===== config.mk =====
export PLATFORM = sky130hd
export DESIGN_NAME = fba_ram
export DESIGN_NICKNAME = d
export VERILOG_FILES = /design/src/hw/rtl/fba_ram.sv
export SDC_FILE = /design/constraint.sdc
export NUM_CORES = 1
export LEC_CHECK = 0
export ABC_CLOCK_PERIOD_IN_PS = 3120
export BUFFER_PORTS_ARGS = -buffer_cell sky130_fd_sc_hd__buf_2
export CAP_MARGIN = 20
export CORE_ASPECT_RATIO = 0.6
export CORE_MARGIN = 3
export CORE_UTILIZATION = 35
export DETAILED_ROUTE_END_ITERATION = 8
export GPL_TIMING_DRIVEN = 0
export REMOVE_ABC_BUFFERS = 1
export SYNTH_ARGS = -nofsm -noshare
export SYNTH_HDL_FRONTEND = slang
export SYNTH_SLANG_ARGS = --single-unit

===== constraint.sdc =====
create_clock -name clk -period 3.12 [get_ports clk]
set_input_delay 0.156 -clock clk [delete_from_list [all_inputs] [get_ports clk]]
set_output_delay 0.156 -clock clk [all_outputs]
set_load 0.02 [all_outputs]

===== src/hw/rtl/fba_ram.sv =====
`timescale 1ns / 1ps
`default_nettype none
// ----------------------------------------------------------------------------
// fba_ram
// Generic single write port, single read port RAM with registered read.
// ----------------------------------------------------------------------------
module fba_ram #(
  parameter int WIDTH = 8,
  parameter int DEPTH = 16
) (
  input  wire logic                     clk,
  input  wire logic                     wr_en,
  input  wire logic [$clog2(DEPTH)-1:0] wr_addr,
  input  wire logic [WIDTH-1:0]         wr_data,
  input  wire logic                     rd_en,
  input  wire logic [$clog2(DEPTH)-1:0] rd_addr,
  output logic      [WIDTH-1:0]         rd_data
);

  logic [WIDTH-1:0] mem [DEPTH];

  always_ff @(posedge clk) begin
    if (wr_en) begin
      mem[wr_addr] <= wr_data;
    end
    if (rd_en) begin
      rd_data <= mem[rd_addr];
    end
  end

endmodule
`default_nettype wire


==> results of run 1 <==
cell usage in the layout (no fill, tap or decap):
cell        Yosys  routed
edfxtp_1      136     136
buf_2           3      26
mux4_2         18      18
clkbuf_16       0      17
a22oi_1        16      16
mux4_1         14      14
nor2_1         13      13
nand2_1         9       9
bufinv_16       0       6
nor3_2          0       4
nand3b_1        2       2
nand2b_1        2       2
clkbuf_1        0       2
clkinv_4        0       2
clkinv_2        0       2
clkinvlp_4      0       2
nor2b_1         1       1
and2_1          1       1
and2b_1         1       1
nand3_1         1       1
or3b_2          1       1
clkinv_1        0       1
buf_12          0       1
kinds of logic (layout without fill, tap and decap cells):
logic type	after synthesis	after routing	synth area share (%)
simple gates	35	35	3.14
buf+inv	10	59	1.65
mux	32	32	14.8
flops	136	136	78.1
compound gates	16	16	2.30
metal layers:
layer | up-vias | track usage (%) | wire length, um
met5 | - | 0 | 0
met2 | 52 | 19.2 | 4580
met1 | 1308 | 21.4 | 5440
met3 | 12 | 5.17 | 574
li1 | 1053 | - | -
met4 | 0 | 3.90 | 99
final cells by class:
| cell class | instances | area share (%) |
|---|---|---|
| Sequential cell | 136 | 65.8 |
| Multi-Input combinational cell | 83 | 17.3 |
| Clock buffer | 19 | 6.97 |
| Tap cell | 192 | 3.87 |
| Clock inverter | 13 | 3.65 |
| Timing Repair Buffer | 27 | 2.42 |
report_power, final:
part	switching, uW	internal (uW)	leakage [uW]
Sequential	8.94	2060	0.00124
Clock	750	1490	0.000315
Combinational	121	74.0	0.000487
through the flow:
| step | total power (uW) | setup slack, ns | instance area, sq um | hold WS (ns) |
|---|---|---|---|---|
| 3_3_place_gp | 2290 | 0.621 | 5510 | 0.546 |
| 4_1_cts | 4520 | 1.20 | 6190 | 0.113 |
| 6_report | 4510 | 1.57 | 6210 | 0.121 |
| 2_1_floorplan | 2200 | 1.47 | 5140 | 0.255 |
| 3_5_place_dp | 2300 | 0.760 | 5530 | 0.556 |
| 5_1_grt | 4630 | 1.46 | 6210 | 0.113 |
final timing paths:
path                             start                   end  slack [ns]  depth (start not counted)
setup / recovery            wr_addr[2]   mem[1][6]$_DFFE_PP_        1.57                          3
hold / removal              wr_data[1]  mem[14][1]$_DFFE_PP_        0.12                          1
hold reg to reg   mem[12][4]$_DFFE_PP_  rd_data[4]$_DFFE_PP_        0.75                          3
setup reg to reg   mem[2][5]$_DFFE_PP_  rd_data[5]$_DFFE_PP_        1.65                          3
worst register-to-register path, cell delays in order (launching register included):
cell      delay, ns
edfxtp_1       0.37
mux4_1         0.53
a22oi_1        0.23
nand2_1        0.09
state kept, by name, indices dropped and copies added, names as in the netlist:
signal and flops:
mem 128, rd_data 8
==> impl_metrics.ini, run 1 <==
[synthesis]
synthMostInstantiatedCell = edfxtp_1
synth-warning-count = 0
post_synth_num_cell_types = 18
synth_top_area_share_pct = 78.1
synth_edf_count = 136
avgSynthCellArea_sq_um = 22.8
syn_area_sq_um = 5230
ys_ff_latch = 136
synthTopCellsByCount = 136 x edfxtp_1, 18 x mux4_2, 16 x a22oi_1, 14 x mux4_1, 13 x nor2_1
synth_area_leaders = edfxtp_1 78%, mux4_2 7.8%, mux4_1 7.0%
synthFlopType = edfxtp_1
synth_cells = 229
yosys.area.top_type = edfxtp_1
seq_area_frac_synth_pct = 78.1
async_flop_share_pct = 0

[grt]
grt_max_degree = 33
gr-total-overflow = 0
grt_pass1_vias = 2476
track_usage_pct = 14.1
grt_pass1_wl_um = 16000
grt_antenna_before_repair = 0

[sta]
finalHoldViolCount = 0
fmax_mhz = 645
worst_pin_slew_ns = 1.03
setup_viol = 0
slew_headroom_pct = 31.2
setup_tns_ns = 0
fin_crit_ns = 1.55
rsz0062_at_grt = false
skew_ns = 0.00555
fin_crit_sh_pct = 49.7
maxSlewViolCount = 0

[clock_network]
clock-sinks = 136
cts_tree = built
cts_root_buf = clkbuf_16
post_cts_resized = 0
hold_buffers = 0
clk_path_buf_depth = 2
worst_skew_pair.late_latency_ns = 0.42
htreeDepth = 4
numCtsBuffers = 17
cts.reportedPaths.clkPinSlew_ns = 0.06
postCtsSetupBuffers = 0

[routing]
firstDrtPassIters = 4
wl_per_cell_um = 22.8
drt-total-wl_um = 10700
ant_nets = 0
drt_iter0_drc = 265
vias = 2425
via_per_inst = 5.16
route.detailed.drc = 0

[floorplanning]
rows = 33
die_y_um = 101
coreArea_sq_um = 14100
start_util_pct = 37.0
die-area_sq_um = 16500
die_x_um = 164
ios = 27

[worst_setup_path]
cp_top_family = simple AND/OR/NAND/NOR gates
cpPeakStageDelay_ns = 0.79
cp_max_fo = 8
cp-end-kind = flop
critPathBufInv = 1
required_ns = 3.15
start_kind = primary input
cp_slowest_cell = nor2_1
path_cells = buf_2, or3b_2, nor2_1
crit_arrival_ns = 1.58
worstSetupPathType = primary input to flop

[power]
ir_worst_vdd_mv = 0.355
power_leakage_uw = 0.00204
powerDensity_nw_per_um2 = 726

[finish]
fin_util_pct = 44.0
layout-drive-gt1-share_pct = 28.4
final_nets = 284
n_antenna_cell = 0
multi_input_area_sq_um = 1080
areaGrowthSynthToFinish_pct = 18.8
register_area_sq_um = 4080
fill_cells = 1217
final_cells = 470

[placement]
gp_congestion = 0.713
io_buffer_count = 26
hpwl_um = 6680
placed_cells = 437

[status]
status = finished, final reports clean

[flow_run]
max_cap_violations = 0

[min_path]
hold_path_class = primary input to flop
(Power assumes the default switching activity.)
==> run 2, diff against run 1 <==
Settings changed: ABC_CLOCK_PERIOD_IN_PS 3120 to 1500.
Clock period 3.12 ns to 1.5 ns, I/O delays scaled along.
==> run 2 against run 1 <==
  * Critical path depth unchanged
  * Clock skew increased by 0.020 ns
  * Wire length decreased by 0.80%
  * Register-to-register slack got worse by 1.6 ns
  * First-iteration DRC count decreased by 7.5%
  * Sequential power grew 110%
  * Utilization about the same
  * Total power rose by 110%
  * Die area is the same
  * Global-route usage about the same
  * Non-clock buffer count shrank 1
  * Combinational power up 110%
  * Critical path type is now flop to flop
  * Largest power group unchanged
==> impl_metrics.ini, run 2 (same netlist as run 1, synthesis figures left out) <==
[sta]
finalHoldViolCount = 0
worst_pin_slew_ns = 1.01
fin_crit_ns = 1.45
slew_headroom_pct = 32.7
setup_tns_ns = 0
setup_viol = 0
hold_ws_ns = 0.0303
fin_crit_sh_pct = 96.9
skew_ns = 0.0255
maxSlewViolCount = 0
rsz0062_at_grt = true
fin_ws_ns = 0.0472
fmax_mhz = 688

[clock_network]
post_cts_resized = 2
cts_tree = built
clock-sinks = 136
clk_path_buf_depth = 2
worst_skew_pair.late_latency_ns = 0.43
cts.reportedPaths.clkPinSlew_ns = 0.06
cts_root_buf = clkbuf_16
numCtsBuffers = 17
hold_buffers = 0
htreeDepth = 4
postCtsSetupBuffers = 0

[floorplanning]
ios = 27
start_util_pct = 37.0
rows = 33
coreArea_sq_um = 14100
die_y_um = 101
die-area_sq_um = 16500
die_x_um = 164

[worst_setup_path]
cp-end-kind = flop
worstSetupPathType = flop to flop
cpPeakStageDelay_ns = 0.51
cp_top_family = multiplexers
crit_arrival_ns = 1.61
r2r-end = rd_data[2]$_DFFE_PP_
cp_slowest_cell = mux4_1
start_kind = flop
critPathBufInv = 0
required_ns = 1.66
r2r_start = mem[1][2]$_DFFE_PP_
r2r_cells = 3
cp-startpoint = mem[1][2]$_DFFE_PP_
r2r_slack_ns = 0.05
path_cells = mux4_1, a22oi_1, nand2_1
cp_max_fo = 1

[min_path]
hold_path_class = primary input to flop
hold_depth = 1
min_to = rd_data[5]$_DFFE_PP_
hold_path.startpoint = rd_en

[finish]
final_cell_mix = 136 x edfxtp_1, 25 x buf_2, 19 x mux4_2
reg_top3 = mem x128, rd_data x8
n_antenna_cell = 0
final_common_cell = edfxtp_1
areaGrowthSynthToFinish_pct = 18.9
final_cells = 469
final_nets = 283
layout-drive-gt1-share_pct = 31.0
largest_reg_flops = 128
regMostFlops = mem

[power]
powerDensity_nw_per_um2 = 1500
power_leakage_uw = 0.00203
ir_worst_vdd_mv = 0.730

[placement]
pre_cts_ws_ns = -0.779
placed_cells = 437
io_buffer_count = 26
hpwl_um = 6680
gp_congestion = 0.713

[grt]
grt_antenna_before_repair = 0
gr-total-overflow = 0
grt_pass1_vias = 2477
grt_max_degree = 33
track_usage_pct = 14.1
grt_pass1_wl_um = 16000

[routing]
ant_nets = 0
firstDrtPassIters = 4
drt-total-wl_um = 10600
route.detailed.drc = 0
via_per_inst = 5.16
vias = 2420
wl_per_cell_um = 22.6
drt_iter0_drc = 245

[flow_run]
max_cap_violations = 0

[status]
status = finished, final reports clean
## run 2: worst max path at each step
| stage | endpoint | depth (start not counted) |
|---|---|---|
| after CTS | rd_data[3]$_DFFE_PP_ | 3 |
| after global routing | rd_data[5]$_DFFE_PP_ | 3 |
| final | rd_data[2]$_DFFE_PP_ | 3 |
| after global placement | mem[0][7]$_DFFE_PP_ | 3 |
| after floorplan | mem[0][0]$_DFFE_PP_ | 2 |
| after detailed placement | rd_data[3]$_DFFE_PP_ | 4 |
## run 2: cell type report
type | count | area, sq um
fill | 1213 | 7900
sequential | 136 | 4080
multi-input combinational | 83 | 1100
clock buffer | 19 | 433
tap | 192 | 240
clock inverter | 13 | 226
timing repair buffer | 26 | 133
## run 2: per-layer routing
metal  GRT usage, %  part of all wire (%)
met5              0                     0
met2           19.2                    44
met4           3.90                  0.25
met3           5.17                   7.5
met1           21.4                    49
## run 2: stage by stage
step | total power (uW) | area, sq um | utilization, %
final | 9350 | 6220 | 44.0
after global placement | 4770 | 5510 | 39.0
after floorplan | 4570 | 5140 | -
after detailed placement | 4790 | 5530 | 39.2
after global routing | 9640 | 6220 | 44.0
after CTS | 9400 | 6200 | 43.9
## run 2: where the power goes
group	total (uW)	internal, uW	switching [uW]
clock network	4640	3110	1530
logic	408	153	255
registers	4300	4280	18.6
total	9350	7540	1810
